===== config.mk =====
export PLATFORM = sky130hd
export DESIGN_NAME = ethernet_ip_header_parser_top_flat
export DESIGN_NICKNAME = d
export VERILOG_FILES = /design/src/sv/ethip_pkg.sv /design/src/sv/ethip_if.sv /design/src/sv/ethip_capture.sv /design/src/sv/ethip_eval.sv /design/src/sv/ethernet_ip_header_parser_top.sv /design/src/flat_wrapper.sv
export SDC_FILE = /design/constraint.sdc
export NUM_CORES = 1
export LEC_CHECK = 0
export BUFFER_PORTS_ARGS = -buffer_cell sky130_fd_sc_hd__buf_2
export CORE_ASPECT_RATIO = 0.8
export CORE_MARGIN = 2
export CORE_UTILIZATION = 63
export DETAILED_ROUTE_END_ITERATION = 12
export GPL_ROUTABILITY_DRIVEN = 0
export PLACE_DENSITY = 0.79
export SLEW_MARGIN = 20
export SYNTH_ARGS = -nofsm -noshare
export SYNTH_HDL_FRONTEND = slang
export SYNTH_SLANG_ARGS = --single-unit

===== constraint.sdc =====
create_clock -name clk -period 11.24 [get_ports clk]
set_input_delay 0.562 -clock clk [delete_from_list [all_inputs] [get_ports clk]]
set_output_delay 0.562 -clock clk [all_outputs]
set_load 0.02 [all_outputs]

===== src/sv/ethip_pkg.sv =====
`timescale 1ns / 1ps
package ethip_pkg;

  localparam int DEF_MAX_FRAME_BYTES = 16384;
  localparam int DEF_MAX_EXT_HEADERS = 8;

  // positions inside the parser; an ipv6 chain may run past the frame store
  localparam int PTR_W  = 17;
  localparam int CALC_W = 18;
  localparam int FLEN_W = 16;
  localparam int SEEN_W = 4;
  localparam int OFS_W  = 15;

  localparam int ETH_HEADER_BYTES  = 14;
  localparam int IPV4_MIN_LEN      = 20;
  localparam int IPV6_HDR_LEN      = 40;
  localparam int TCP_MIN_LEN       = 20;
  localparam int UDP_HEADER_BYTES  = 8;
  localparam int ICMP_HEADER_BYTES = 4;

  // fixed byte positions in the frame
  localparam int POS_ETYPE_HI = 12;
  localparam int POS_ETYPE_LO = 13;
  localparam int POS_IHL      = 14;
  localparam int POS_TLEN_HI  = 16;
  localparam int POS_TLEN_LO  = 17;
  localparam int POS_FRAG_HI  = 20;
  localparam int POS_FRAG_LO  = 21;
  localparam int POS_V6_NEXT  = 20;
  localparam int POS_V4_PROTO = 23;

  localparam logic [15:0] ETYPE_IPV4 = 16'h0800;
  localparam logic [15:0] ETYPE_IPV6 = 16'h86DD;

  localparam logic [7:0] PROTO_HOPOPT = 8'd0;
  localparam logic [7:0] PROTO_ICMP   = 8'd1;
  localparam logic [7:0] PROTO_TCP    = 8'd6;
  localparam logic [7:0] PROTO_UDP    = 8'd17;
  localparam logic [7:0] PROTO_ROUTE  = 8'd43;
  localparam logic [7:0] PROTO_FRAG   = 8'd44;
  localparam logic [7:0] PROTO_ICMPV6 = 8'd58;
  localparam logic [7:0] PROTO_DSTOPT = 8'd60;

  typedef enum logic [1:0] {
    NET_OTHER = 2'd0,
    NET_IPV4  = 2'd1,
    NET_IPV6  = 2'd2
  } net_kind_t;

  // fields captured over one frame, handed over on the last byte
  typedef struct packed {
    logic [FLEN_W-1:0] flen;
    logic [15:0]       etype;
    logic [3:0]        ihl;
    logic [15:0]       ilen;
    logic              frag;
    logic [7:0]        proto4;
    logic [7:0]        next;
    logic [SEEN_W-1:0] seen;
    logic [PTR_W-1:0]  extp;
    logic [7:0]        t0;
    logic [15:0]       ulen;
    logic [3:0]        tcpoff;
  } snap_t;

  typedef struct packed {
    logic              eth_found;
    net_kind_t         network_kind;
    logic              network_found;
    logic [7:0]        transport_proto;
    logic              transport_found;
    logic [OFS_W-1:0]  transport_offset;
    logic              payload_found;
    logic [OFS_W-1:0]  payload_offset;
    logic [OFS_W-1:0]  frame_end;
    logic [SEEN_W-1:0] ext_header_count;
  } res_t;

  function automatic logic is_ext(input logic [7:0] n);
    return (n == PROTO_HOPOPT) || (n == PROTO_ROUTE) ||
           (n == PROTO_FRAG) || (n == PROTO_DSTOPT);
  endfunction

  function automatic logic icmp_known(input logic [7:0] t);
    logic k;
    case (t)
      8'd0, 8'd3, 8'd4, 8'd5, 8'd8, 8'd9, 8'd10, 8'd11, 8'd12,
      8'd13, 8'd14, 8'd15, 8'd16, 8'd17, 8'd18, 8'd37, 8'd38: k = 1'b1;
      default: k = 1'b0;
    endcase
    return k;
  endfunction

  function automatic logic [4:0] icmp_body(input logic [7:0] t);
    logic [4:0] b;
    case (t)
      8'd13, 8'd14:        b = 5'd16;
      8'd17, 8'd18, 8'd38: b = 5'd8;
      default:             b = 5'd4;
    endcase
    return b;
  endfunction

endpackage


===== src/sv/ethip_if.sv =====
`timescale 1ns / 1ps
interface ethip_in_if;
  logic       valid;
  logic       ready;
  logic [7:0] frame_byte;
  logic       frame_last;
  modport source (output valid, output frame_byte, output frame_last, input ready);
  modport sink   (input valid, input frame_byte, input frame_last, output ready);
endinterface

interface ethip_out_if;
  logic        valid;
  logic        ready;
  logic        eth_found;
  logic [1:0]  network_kind;
  logic        network_found;
  logic [7:0]  transport_proto;
  logic        transport_found;
  logic [14:0] transport_offset;
  logic        payload_found;
  logic [14:0] payload_offset;
  logic [14:0] frame_end;
  logic [3:0]  ext_header_count;
  modport source (output valid, output eth_found, output network_kind, output network_found,
                  output transport_proto, output transport_found, output transport_offset,
                  output payload_found, output payload_offset, output frame_end,
                  output ext_header_count, input ready);
  modport sink   (input valid, input eth_found, input network_kind, input network_found,
                  input transport_proto, input transport_found, input transport_offset,
                  input payload_found, input payload_offset, input frame_end,
                  input ext_header_count, output ready);
endinterface


===== src/sv/ethip_capture.sv =====
`timescale 1ns / 1ps
module ethip_capture import ethip_pkg::*; #(
  parameter int MAX_FRAME_BYTES = DEF_MAX_FRAME_BYTES,
  parameter int MAX_EXT_HEADERS = DEF_MAX_EXT_HEADERS
) (
  input  logic       clk,
  input  logic       rst_n,
  ethip_in_if.sink   in_chan,
  output logic       snap_valid,
  input  logic       snap_ready,
  output snap_t      snap
);

  localparam int CNT_W = $clog2(MAX_FRAME_BYTES + 1);

  logic [CNT_W-1:0]  count_r, count_nxt;
  logic [15:0]       etype_r, etype_nxt;
  logic [3:0]        ihl_r, ihl_nxt;
  logic [15:0]       ilen_r, ilen_nxt;
  logic              frag_hi_r, frag_hi_nxt;
  logic              frag_lo_r, frag_lo_nxt;
  logic [7:0]        proto4_r, proto4_nxt;
  logic [7:0]        next_r, next_nxt;
  logic [SEEN_W-1:0] seen_r, seen_nxt;
  logic [PTR_W-1:0]  extp_r, extp_nxt;
  logic              wait_r, wait_nxt;
  logic [7:0]        t0_r, t0_nxt;
  logic [15:0]       ulen_r, ulen_nxt;
  logic [3:0]        tcpoff_r, tcpoff_nxt;
  logic              snap_valid_r, snap_valid_nxt;
  snap_t             snap_r, snap_nxt;

  logic             accept;
  logic             store;
  logic [PTR_W-1:0] pos;
  logic             is_v6;
  logic [3:0]       ihl_cur;
  logic [PTR_W-1:0] tstart;
  logic             clr_t;
  logic [7:0]       b;

  assign b          = in_chan.frame_byte;
  assign in_chan.ready = !snap_valid_r || snap_ready;
  assign accept     = in_chan.valid && in_chan.ready;
  assign store      = count_r < CNT_W'(MAX_FRAME_BYTES);
  assign pos        = PTR_W'(count_r);
  assign is_v6      = (etype_r == ETYPE_IPV6) && (pos >= PTR_W'(ETH_HEADER_BYTES));
  assign ihl_cur    = (pos == PTR_W'(POS_IHL)) ? b[3:0] : ihl_r;
  assign tstart     = is_v6 ? extp_r : PTR_W'(ETH_HEADER_BYTES) + PTR_W'({ihl_cur, 2'b00});
  assign snap_valid = snap_valid_r;
  assign snap       = snap_r;

  always_comb begin
    count_nxt   = count_r;
    etype_nxt   = etype_r;
    ihl_nxt     = ihl_r;
    ilen_nxt    = ilen_r;
    frag_hi_nxt = frag_hi_r;
    frag_lo_nxt = frag_lo_r;
    proto4_nxt  = proto4_r;
    next_nxt    = next_r;
    seen_nxt    = seen_r;
    extp_nxt    = extp_r;
    wait_nxt    = wait_r;
    t0_nxt      = t0_r;
    ulen_nxt    = ulen_r;
    tcpoff_nxt  = tcpoff_r;
    clr_t       = 1'b0;
    if (accept) begin
      // frame start: unread bytes count as zero
      if (count_r == '0) begin
        etype_nxt   = '0;
        ihl_nxt     = '0;
        ilen_nxt    = '0;
        frag_hi_nxt = 1'b0;
        frag_lo_nxt = 1'b0;
        proto4_nxt  = '0;
        next_nxt    = '0;
        seen_nxt    = '0;
        extp_nxt    = PTR_W'(ETH_HEADER_BYTES + IPV6_HDR_LEN);
        wait_nxt    = 1'b0;
        t0_nxt      = '0;
        ulen_nxt    = '0;
        tcpoff_nxt  = '0;
      end
      if (store) begin
        if (pos == PTR_W'(POS_ETYPE_HI)) etype_nxt[15:8] = b;
        if (pos == PTR_W'(POS_ETYPE_LO)) etype_nxt[7:0]  = b;
        if (pos == PTR_W'(POS_IHL))      ihl_nxt         = b[3:0];
        if (pos == PTR_W'(POS_TLEN_HI))  ilen_nxt[15:8]  = b;
        if (pos == PTR_W'(POS_TLEN_LO))  ilen_nxt[7:0]   = b;
        if (pos == PTR_W'(POS_FRAG_HI))  frag_hi_nxt     = |b[5:0];
        if (pos == PTR_W'(POS_V6_NEXT))  next_nxt        = b;
        if (pos == PTR_W'(POS_FRAG_LO))  frag_lo_nxt     = |b;
        if (pos == PTR_W'(POS_V4_PROTO)) proto4_nxt      = b;
        // ipv6 extension chain: next header byte, then length byte
        if (is_v6) begin
          if (wait_r) begin
            extp_nxt   = extp_r + PTR_W'({(9'(b) + 9'd1), 3'b000});
            wait_nxt   = 1'b0;
            clr_t      = 1'b1;
            t0_nxt     = '0;
            ulen_nxt   = '0;
            tcpoff_nxt = '0;
          end else if (pos == extp_r && is_ext(next_r) &&
                       seen_r < SEEN_W'(MAX_EXT_HEADERS)) begin
            next_nxt = b;
            seen_nxt = seen_r + SEEN_W'(1);
            wait_nxt = 1'b1;
          end
        end
        if (!clr_t) begin
          if (pos == tstart)                 t0_nxt        = b;
          if (pos == tstart + PTR_W'(4))     ulen_nxt[15:8] = b;
          if (pos == tstart + PTR_W'(5))     ulen_nxt[7:0]  = b;
          if (pos == tstart + PTR_W'(12))    tcpoff_nxt    = b[7:4];
        end
      end
      if (in_chan.frame_last) count_nxt = '0;
      else if (store)         count_nxt = count_r + CNT_W'(1);
    end
  end

  always_comb begin
    snap_nxt        = snap_r;
    snap_valid_nxt  = snap_valid_r;
    if (snap_ready) snap_valid_nxt = 1'b0;
    if (accept && in_chan.frame_last) begin
      snap_valid_nxt  = 1'b1;
      snap_nxt.flen   = store ? FLEN_W'(count_r) + FLEN_W'(1) : FLEN_W'(count_r);
      snap_nxt.etype  = etype_nxt;
      snap_nxt.ihl    = ihl_nxt;
      snap_nxt.ilen   = ilen_nxt;
      snap_nxt.frag   = frag_hi_nxt || frag_lo_nxt;
      snap_nxt.proto4 = proto4_nxt;
      snap_nxt.next   = next_nxt;
      snap_nxt.seen   = seen_nxt;
      // frame ended on an extension header's first byte: length reads as zero
      snap_nxt.extp   = wait_nxt ? extp_nxt + PTR_W'(8) : extp_nxt;
      snap_nxt.t0     = t0_nxt;
      snap_nxt.ulen   = ulen_nxt;
      snap_nxt.tcpoff = tcpoff_nxt;
    end
  end

  always_ff @(posedge clk) begin
    if (!rst_n) begin
      count_r      <= '0;
      wait_r       <= 1'b0;
      snap_valid_r <= 1'b0;
    end else begin
      count_r      <= count_nxt;
      wait_r       <= wait_nxt;
      snap_valid_r <= snap_valid_nxt;
    end
  end

  always_ff @(posedge clk) begin
    etype_r   <= etype_nxt;
    ihl_r     <= ihl_nxt;
    ilen_r    <= ilen_nxt;
    frag_hi_r <= frag_hi_nxt;
    frag_lo_r <= frag_lo_nxt;
    proto4_r  <= proto4_nxt;
    next_r    <= next_nxt;
    seen_r    <= seen_nxt;
    extp_r    <= extp_nxt;
    t0_r      <= t0_nxt;
    ulen_r    <= ulen_nxt;
    tcpoff_r  <= tcpoff_nxt;
    snap_r    <= snap_nxt;
  end

endmodule


===== src/sv/ethip_eval.sv =====
`timescale 1ns / 1ps
module ethip_eval import ethip_pkg::*; (
  input  logic       clk,
  input  logic       rst_n,
  input  logic       snap_valid,
  output logic       snap_ready,
  input  snap_t      snap,
  ethip_out_if.source out_chan
);

  res_t res, res_r, res_nxt;
  logic out_valid_r, out_valid_nxt;

  logic [CALC_W-1:0] flen, hl, ilen0, p, endv, thl, pp;
  logic [7:0]        nxt;
  logic              go, tok, pok;

  assign snap_ready = !out_valid_r || out_chan.ready;

  always_comb begin
    res      = '0;
    flen     = CALC_W'(snap.flen);
    hl       = CALC_W'({snap.ihl, 2'b00});
    ilen0    = (snap.ilen == '0) ? flen - CALC_W'(ETH_HEADER_BYTES) : CALC_W'(snap.ilen);
    p        = '0;
    endv     = flen;
    nxt      = '0;
    go       = 1'b0;
    tok      = 1'b0;
    pok      = 1'b0;
    thl      = '0;
    pp       = '0;
    res.frame_end = flen[OFS_W-1:0];
    if (flen >= CALC_W'(ETH_HEADER_BYTES)) begin
      res.eth_found = 1'b1;
      if (snap.etype == ETYPE_IPV4) begin
        res.network_kind = NET_IPV4;
        if (flen >= CALC_W'(ETH_HEADER_BYTES + IPV4_MIN_LEN) &&
            CALC_W'(ETH_HEADER_BYTES) + hl <= flen) begin
          res.network_found = 1'b1;
          if (CALC_W'(ETH_HEADER_BYTES) + ilen0 <= flen && !snap.frag) begin
            endv          = CALC_W'(ETH_HEADER_BYTES) + ilen0;
            res.frame_end = endv[OFS_W-1:0];
            p             = CALC_W'(ETH_HEADER_BYTES) + hl;
            nxt           = snap.proto4;
            go            = 1'b1;
          end
        end
      end else if (snap.etype == ETYPE_IPV6) begin
        res.network_kind = NET_IPV6;
        if (flen >= CALC_W'(ETH_HEADER_BYTES + IPV6_HDR_LEN)) begin
          res.network_found    = 1'b1;
          res.ext_header_count = snap.seen;
          if (!is_ext(snap.next)) begin
            p   = CALC_W'(snap.extp);
            nxt = snap.next;
            go  = 1'b1;
          end
        end
      end
    end
    if (go) begin
      res.transport_proto = nxt;
      case (nxt)
        PROTO_ICMP, PROTO_ICMPV6: begin
          thl = CALC_W'(ICMP_HEADER_BYTES);
          tok = 1'b1;
        end
        PROTO_TCP: begin
          thl = CALC_W'({snap.tcpoff, 2'b00});
          tok = p + CALC_W'(TCP_MIN_LEN) <= endv;
        end
        PROTO_UDP: begin
          thl = CALC_W'(UDP_HEADER_BYTES);
          tok = 1'b1;
        end
        default: begin
          thl = '0;
          tok = 1'b0;
        end
      endcase
      pp = p + thl;
      if (tok && pp <= endv) begin
        res.transport_found  = 1'b1;
        res.transport_offset = p[OFS_W-1:0];
        case (nxt)
          PROTO_ICMP:   pok = icmp_known(snap.t0) &&
                              (pp + CALC_W'(icmp_body(snap.t0)) <= endv);
          PROTO_ICMPV6: pok = 1'b1;
          PROTO_TCP:    pok = pp < endv;
          PROTO_UDP:    pok = p + CALC_W'(snap.ulen) <= endv;
          default:      pok = 1'b0;
        endcase
        if (pok) begin
          res.payload_found  = 1'b1;
          res.payload_offset = pp[OFS_W-1:0];
        end
      end
    end
  end

  always_comb begin
    res_nxt       = res_r;
    out_valid_nxt = out_valid_r;
    if (out_chan.ready) out_valid_nxt = 1'b0;
    if (snap_valid && snap_ready) begin
      res_nxt       = res;
      out_valid_nxt = 1'b1;
    end
  end

  always_ff @(posedge clk) begin
    if (!rst_n) begin
      out_valid_r <= 1'b0;
    end else begin
      out_valid_r <= out_valid_nxt;
    end
  end

  always_ff @(posedge clk) begin
    res_r <= res_nxt;
  end

  assign out_chan.valid            = out_valid_r;
  assign out_chan.eth_found        = res_r.eth_found;
  assign out_chan.network_kind     = res_r.network_kind;
  assign out_chan.network_found    = res_r.network_found;
  assign out_chan.transport_proto  = res_r.transport_proto;
  assign out_chan.transport_found  = res_r.transport_found;
  assign out_chan.transport_offset = res_r.transport_offset;
  assign out_chan.payload_found    = res_r.payload_found;
  assign out_chan.payload_offset   = res_r.payload_offset;
  assign out_chan.frame_end        = res_r.frame_end;
  assign out_chan.ext_header_count = res_r.ext_header_count;

endmodule


===== src/sv/ethernet_ip_header_parser_top.sv =====
`timescale 1ns / 1ps
// throughput: one frame byte per cycle, frames of any length back to back while result words
// are taken; a held result word fills the snapshot register, which then drops input ready.
// Fields pass the snapshot register, then the result register. Rate is set by the per-byte
// field capture, a combinational compare of byte position with fixed and tracked header offsets
// reset: synchronous active low; clears the byte count, handshake flags and the chain length-wait flag
module ethernet_ip_header_parser_top import ethip_pkg::*; #(
  parameter int MAX_FRAME_BYTES = DEF_MAX_FRAME_BYTES,
  parameter int MAX_EXT_HEADERS = DEF_MAX_EXT_HEADERS
) (
  input  logic        clk,
  input  logic        rst_n,
  ethip_in_if.sink    in_chan,
  ethip_out_if.source out_chan
);

  // captured header fields of a finished frame, one word deep
  logic  snap_valid;
  logic  snap_ready;
  snap_t snap;

  // byte stage: counts positions, grabs ethertype, ip and transport fields,
  // follows the ipv6 extension chain as it streams past
  ethip_capture #(
    .MAX_FRAME_BYTES (MAX_FRAME_BYTES),
    .MAX_EXT_HEADERS (MAX_EXT_HEADERS)
  ) u_capture (
    .clk        (clk),
    .rst_n      (rst_n),
    .in_chan    (in_chan),
    .snap_valid (snap_valid),
    .snap_ready (snap_ready),
    .snap       (snap)
  );

  // frame stage: length checks, trimming and offsets into the result register
  ethip_eval u_eval (
    .clk        (clk),
    .rst_n      (rst_n),
    .snap_valid (snap_valid),
    .snap_ready (snap_ready),
    .snap       (snap),
    .out_chan   (out_chan)
  );

endmodule


===== src/flat_wrapper.sv =====
// flat-port wrapper written by rule: the top's interface ports become plain ports
module ethernet_ip_header_parser_top_flat import ethip_pkg::*;
#(
  parameter int MAX_FRAME_BYTES = DEF_MAX_FRAME_BYTES,
  parameter int MAX_EXT_HEADERS = DEF_MAX_EXT_HEADERS
)
  (clk, rst_n, in_chan_valid, in_chan_frame_byte, in_chan_frame_last, in_chan_ready, out_chan_valid, out_chan_eth_found, out_chan_network_kind, out_chan_network_found, out_chan_transport_proto, out_chan_transport_found, out_chan_transport_offset, out_chan_payload_found, out_chan_payload_offset, out_chan_frame_end, out_chan_ext_header_count, out_chan_ready);
  ethip_in_if in_chan_i ();
  ethip_out_if out_chan_i ();
  input  logic clk;
  input  logic rst_n;
  input wire logic [$bits(in_chan_i.valid)-1:0] in_chan_valid;
  input wire logic [$bits(in_chan_i.frame_byte)-1:0] in_chan_frame_byte;
  input wire logic [$bits(in_chan_i.frame_last)-1:0] in_chan_frame_last;
  output wire logic [$bits(in_chan_i.ready)-1:0] in_chan_ready;
  output wire logic [$bits(out_chan_i.valid)-1:0] out_chan_valid;
  output wire logic [$bits(out_chan_i.eth_found)-1:0] out_chan_eth_found;
  output wire logic [$bits(out_chan_i.network_kind)-1:0] out_chan_network_kind;
  output wire logic [$bits(out_chan_i.network_found)-1:0] out_chan_network_found;
  output wire logic [$bits(out_chan_i.transport_proto)-1:0] out_chan_transport_proto;
  output wire logic [$bits(out_chan_i.transport_found)-1:0] out_chan_transport_found;
  output wire logic [$bits(out_chan_i.transport_offset)-1:0] out_chan_transport_offset;
  output wire logic [$bits(out_chan_i.payload_found)-1:0] out_chan_payload_found;
  output wire logic [$bits(out_chan_i.payload_offset)-1:0] out_chan_payload_offset;
  output wire logic [$bits(out_chan_i.frame_end)-1:0] out_chan_frame_end;
  output wire logic [$bits(out_chan_i.ext_header_count)-1:0] out_chan_ext_header_count;
  input wire logic [$bits(out_chan_i.ready)-1:0] out_chan_ready;
  assign in_chan_i.valid = in_chan_valid;
  assign in_chan_i.frame_byte = in_chan_frame_byte;
  assign in_chan_i.frame_last = in_chan_frame_last;
  assign in_chan_ready = in_chan_i.ready;
  assign out_chan_valid = out_chan_i.valid;
  assign out_chan_eth_found = out_chan_i.eth_found;
  assign out_chan_network_kind = out_chan_i.network_kind;
  assign out_chan_network_found = out_chan_i.network_found;
  assign out_chan_transport_proto = out_chan_i.transport_proto;
  assign out_chan_transport_found = out_chan_i.transport_found;
  assign out_chan_transport_offset = out_chan_i.transport_offset;
  assign out_chan_payload_found = out_chan_i.payload_found;
  assign out_chan_payload_offset = out_chan_i.payload_offset;
  assign out_chan_frame_end = out_chan_i.frame_end;
  assign out_chan_ext_header_count = out_chan_i.ext_header_count;
  assign out_chan_i.ready = out_chan_ready;
  ethernet_ip_header_parser_top #(.MAX_FRAME_BYTES(MAX_FRAME_BYTES), .MAX_EXT_HEADERS(MAX_EXT_HEADERS)) u_core (.clk(clk), .rst_n(rst_n), .in_chan(in_chan_i), .out_chan(out_chan_i));
endmodule

==> impl_metrics.toml <==
[sta]
fmax_mhz = 93.7
layout_min_cycle_time_ns = 10.67
tns_ns = 0
worst_slack_ns = 0.567
finalSetupViolations = 0
final_max_slew_viol_count = 0
slew-limit-headroom = 0.285
timing.final.hold_violations = 0
period_share = 0.950
rsz0062_at_grt = "no"
tightestPinTransition_ns = 1.06
fin_worst_skew_ns = 0.0335

[place]
dp_cells = 2533
post-place-ws_ns = 0.240
portBuffers = 77
dp.final_hpwl_mm = 43.6

[clocking]
htree_levels = 1
root_buffer = "clkbuf_16"
cts_buffer_depth = 3
cts.sinks = 303
clk_latency_ns = 0.60
hold_buffers = 0
path_clk_slew_ns = 0.07
cts_tree = "yes"
tritoncts.num_buffers = 30

[synthesis]
netlist.area_leader.share = 0.278
ys.warnings.count = 0
synthArstFlopShare = 0
synth.cell_area_mm2 = 0.0195
synth-edff-count = 181
syn-instance-count = 2105
yosysSeqAreaShare = 0.403
syn_area_per_cell_um2 = 9.28
synth_top_cells_by_area = "edfxtp_1, dfxtp_1, ha_1"
ys_ff_latch = 303
yosys.cell_types.count = 99
synth_ff_type = "edfxtp_1"
yosys.area.top_type = "edfxtp_1"

[drt]
viasPerCell = 6.63
drc = 0
wl_per_cell_um = 22.4
drt_iter0_drc = 2069
antenna_left = 0
wirelength_mm = 58.3
via_count = 17222
drtPass1Iterations = 6

[pwr]
powerDensity_mw_per_mm2 = 113
power_uw = 2420
p_leak_uw = 0.00880
peakVddDrop_uv = 139

[setup_path]
critical_path.max_stage_delay_ns = 0.69
cp-end-kind = "register"
arrival_ns = 11.11
crit_fanout = 14
start_kind = "register"
cp_common_cell = "ha_1"
crit_slowest_cell = "or4_1"
crit_type = "register to register"
required_ns = 11.68

[floorplan]
die_w_um = 201
row_count = 57
design.portCount = 78
start_util = 0.642
die_h_um = 162
dieArea_mm2 = 0.0325
core-area_mm2 = 0.0305

[global_route]
overflow = 0
antenna_found_initial = 0
grt_usage = 0.352
grt_pass1_wl_mm = 89.3
grt_pass1_vias = 16015
grt_max_degree = 82

[run]
maxCapViolCount = 0

[final_layout]
finalNonFillerCells = 2596
fin_nets = 2313
drive_gt1_frac = 0.0977
syn2layout_area_growth_pct = 9.60

[run_status]
status = "complete, no violations"

[min_path]
hold_class = "input port to register"
[cells by family (layout without fill, tap and decap cells)]
| logic type | after synthesis | count (layout) | synth area share |
|---|---|---|---|
| AOI/OAI and AO/OA | 494 | 494 | 0.174 |
| xor gates and xnor gates | 153 | 153 | 0.0701 |
| adders and majority gates | 143 | 143 | 0.0931 |
| buffers and inverters | 216 | 285 | 0.0439 |
| DFF | 303 | 303 | 0.403 |
| muxes | 20 | 20 | 0.0108 |
| other | 2 | 11 | 0.000384 |
| and+or+nand+nor | 774 | 774 | 0.205 |
[flip-flops by register name (all words and copies together), names as in the netlist, 2 cells and up, named ones only]
name,count
u_core.u_capture.count_r,15
u_core.u_capture.etype_r,16
u_core.u_capture.extp_r,17
u_core.u_capture.ihl_r,4
u_core.u_capture.ilen_r,16
u_core.u_capture.next_r,8
u_core.u_capture.proto4_r,8
u_core.u_capture.seen_r,4
u_core.u_capture.snap,118
u_core.u_capture.t0_r,8
u_core.u_capture.tcpoff_r,4
u_core.u_capture.ulen_r,16
u_core.u_eval.out_chan.ext_header_count,4
u_core.u_eval.out_chan.frame_end,15
u_core.u_eval.out_chan.network_kind,2
u_core.u_eval.out_chan.payload_offset,15
u_core.u_eval.out_chan.transport_offset,15
u_core.u_eval.out_chan.transport_proto,8
[layout by cell type, fill, tap and decap left out, types with 11 or more instances in the layout]
cell type,synthesis,final
nand2_1,194,194
edfxtp_1,181,181
nor2_1,148,146
ha_1,139,139
o21ai_0,123,123
dfxtp_1,122,122
inv_1,117,116
xnor2_1,92,92
a21oi_1,83,83
buf_2,13,77
nand3_1,73,73
xor2_1,57,56
nor3_1,52,52
nand4_1,46,46
a22o_1,43,43
a21o_1,42,42
nor2b_1,42,41
and2_1,40,40
and3_1,34,34
clkbuf_16,0,32
buf_4,2,32
a31oi_1,27,27
nor4_1,25,25
or3_1,22,22
nand2b_1,20,20
o21a_1,18,18
a22oi_1,18,18
or4_1,14,14
mux2i_1,13,13
or2_2,12,12
a211oi_1,11,11
[layout make-up]
cell class | instances | area, µm²
Clock buffer | 38 | 833
Sequential cell | 303 | 7880
Antenna cell | 2 | 5.00
Tap cell | 413 | 517
Fill cell | 2315 | 9030
Timing Repair Buffer | 110 | 646
Inverter | 119 | 449
Clock inverter | 18 | 213
Multi-Input combinational cell | 1593 | 10900
[routing by layer]
metal | vias to the layer above | track usage | share of wire
met2 | 1102 | 0.542 | 0.44
met5 | - | 0 | 0
met4 | 0 | 0.119 | 0.032
li1 | 7847 | - | -
met1 | 8129 | 0.476 | 0.40
met3 | 144 | 0.107 | 0.13
[power breakdown]
part,total [µW],switching (µW),internal (µW),leakage (µW)
registers,1210,14.4,1190,0.00273
logic,160,113,47.5,0.00557
clock network,1060,454,602,0.000507
[critical path: cells and delay by family, from the launching register on]
kind	cells	cell delay [ns]
AOI/OAI and AO/OA	19	4.38
and+or+nand+nor	13	3.37
adders and majority gates	4	1.12
xor gates and xnor gates	3	0.60
DFF	1	0.50
muxes	1	0.35
buffers and inverters	1	0.16
[synthesized netlist by cell type, types with 14 or more instances]
cell type / n
nand2_1: 194
edfxtp_1: 181
nor2_1: 148
ha_1: 139
o21ai_0: 123
dfxtp_1: 122
inv_1: 117
xnor2_1: 92
a21oi_1: 83
nand3_1: 73
clkbuf_1: 71
xor2_1: 57
nor3_1: 52
nand4_1: 46
a22o_1: 43
a21o_1: 42
nor2b_1: 42
and2_1: 40
and3_1: 34
a31oi_1: 27
nor4_1: 25
or3_1: 22
nand2b_1: 20
a22oi_1: 18
o21a_1: 18
or4_1: 14
[worst paths after layout]
path / slack [ns] / end / from / cells past startpoint
max reg2reg: 0.57 / u_core.u_eval.out_chan.payload_offset[8] / u_core.u_capture.snap[103] / 41
max: 0.57 / u_core.u_eval.out_chan.payload_offset[8] / u_core.u_capture.snap[103] / 41
min reg2reg: 0.45 / u_core.u_capture.tcpoff_r[2] / u_core.u_capture.tcpoff_r[2] / 2
min: 0.33 / u_core.u_eval.out_chan.valid / out_chan_ready / 3
[metrics by stage]
step                       util  instance area (µm²)  hold WS, ns
after floorplan               -                19600        0.408
after global placement    0.666                20300        0.432
after detailed placement  0.666                20300        0.432
after CTS                 0.700                21300        0.308
after global routing      0.703                21400        0.332
final                     0.703                21400        0.327
[repair_timing]
item	CTS	global route
endpoints found under the hold margin	0	0
endpoints found under the setup margin	0	16
setup buffers	0	5
gates resized for setup	0	5
No activity file was read; power rests on OpenSTA's default activity.
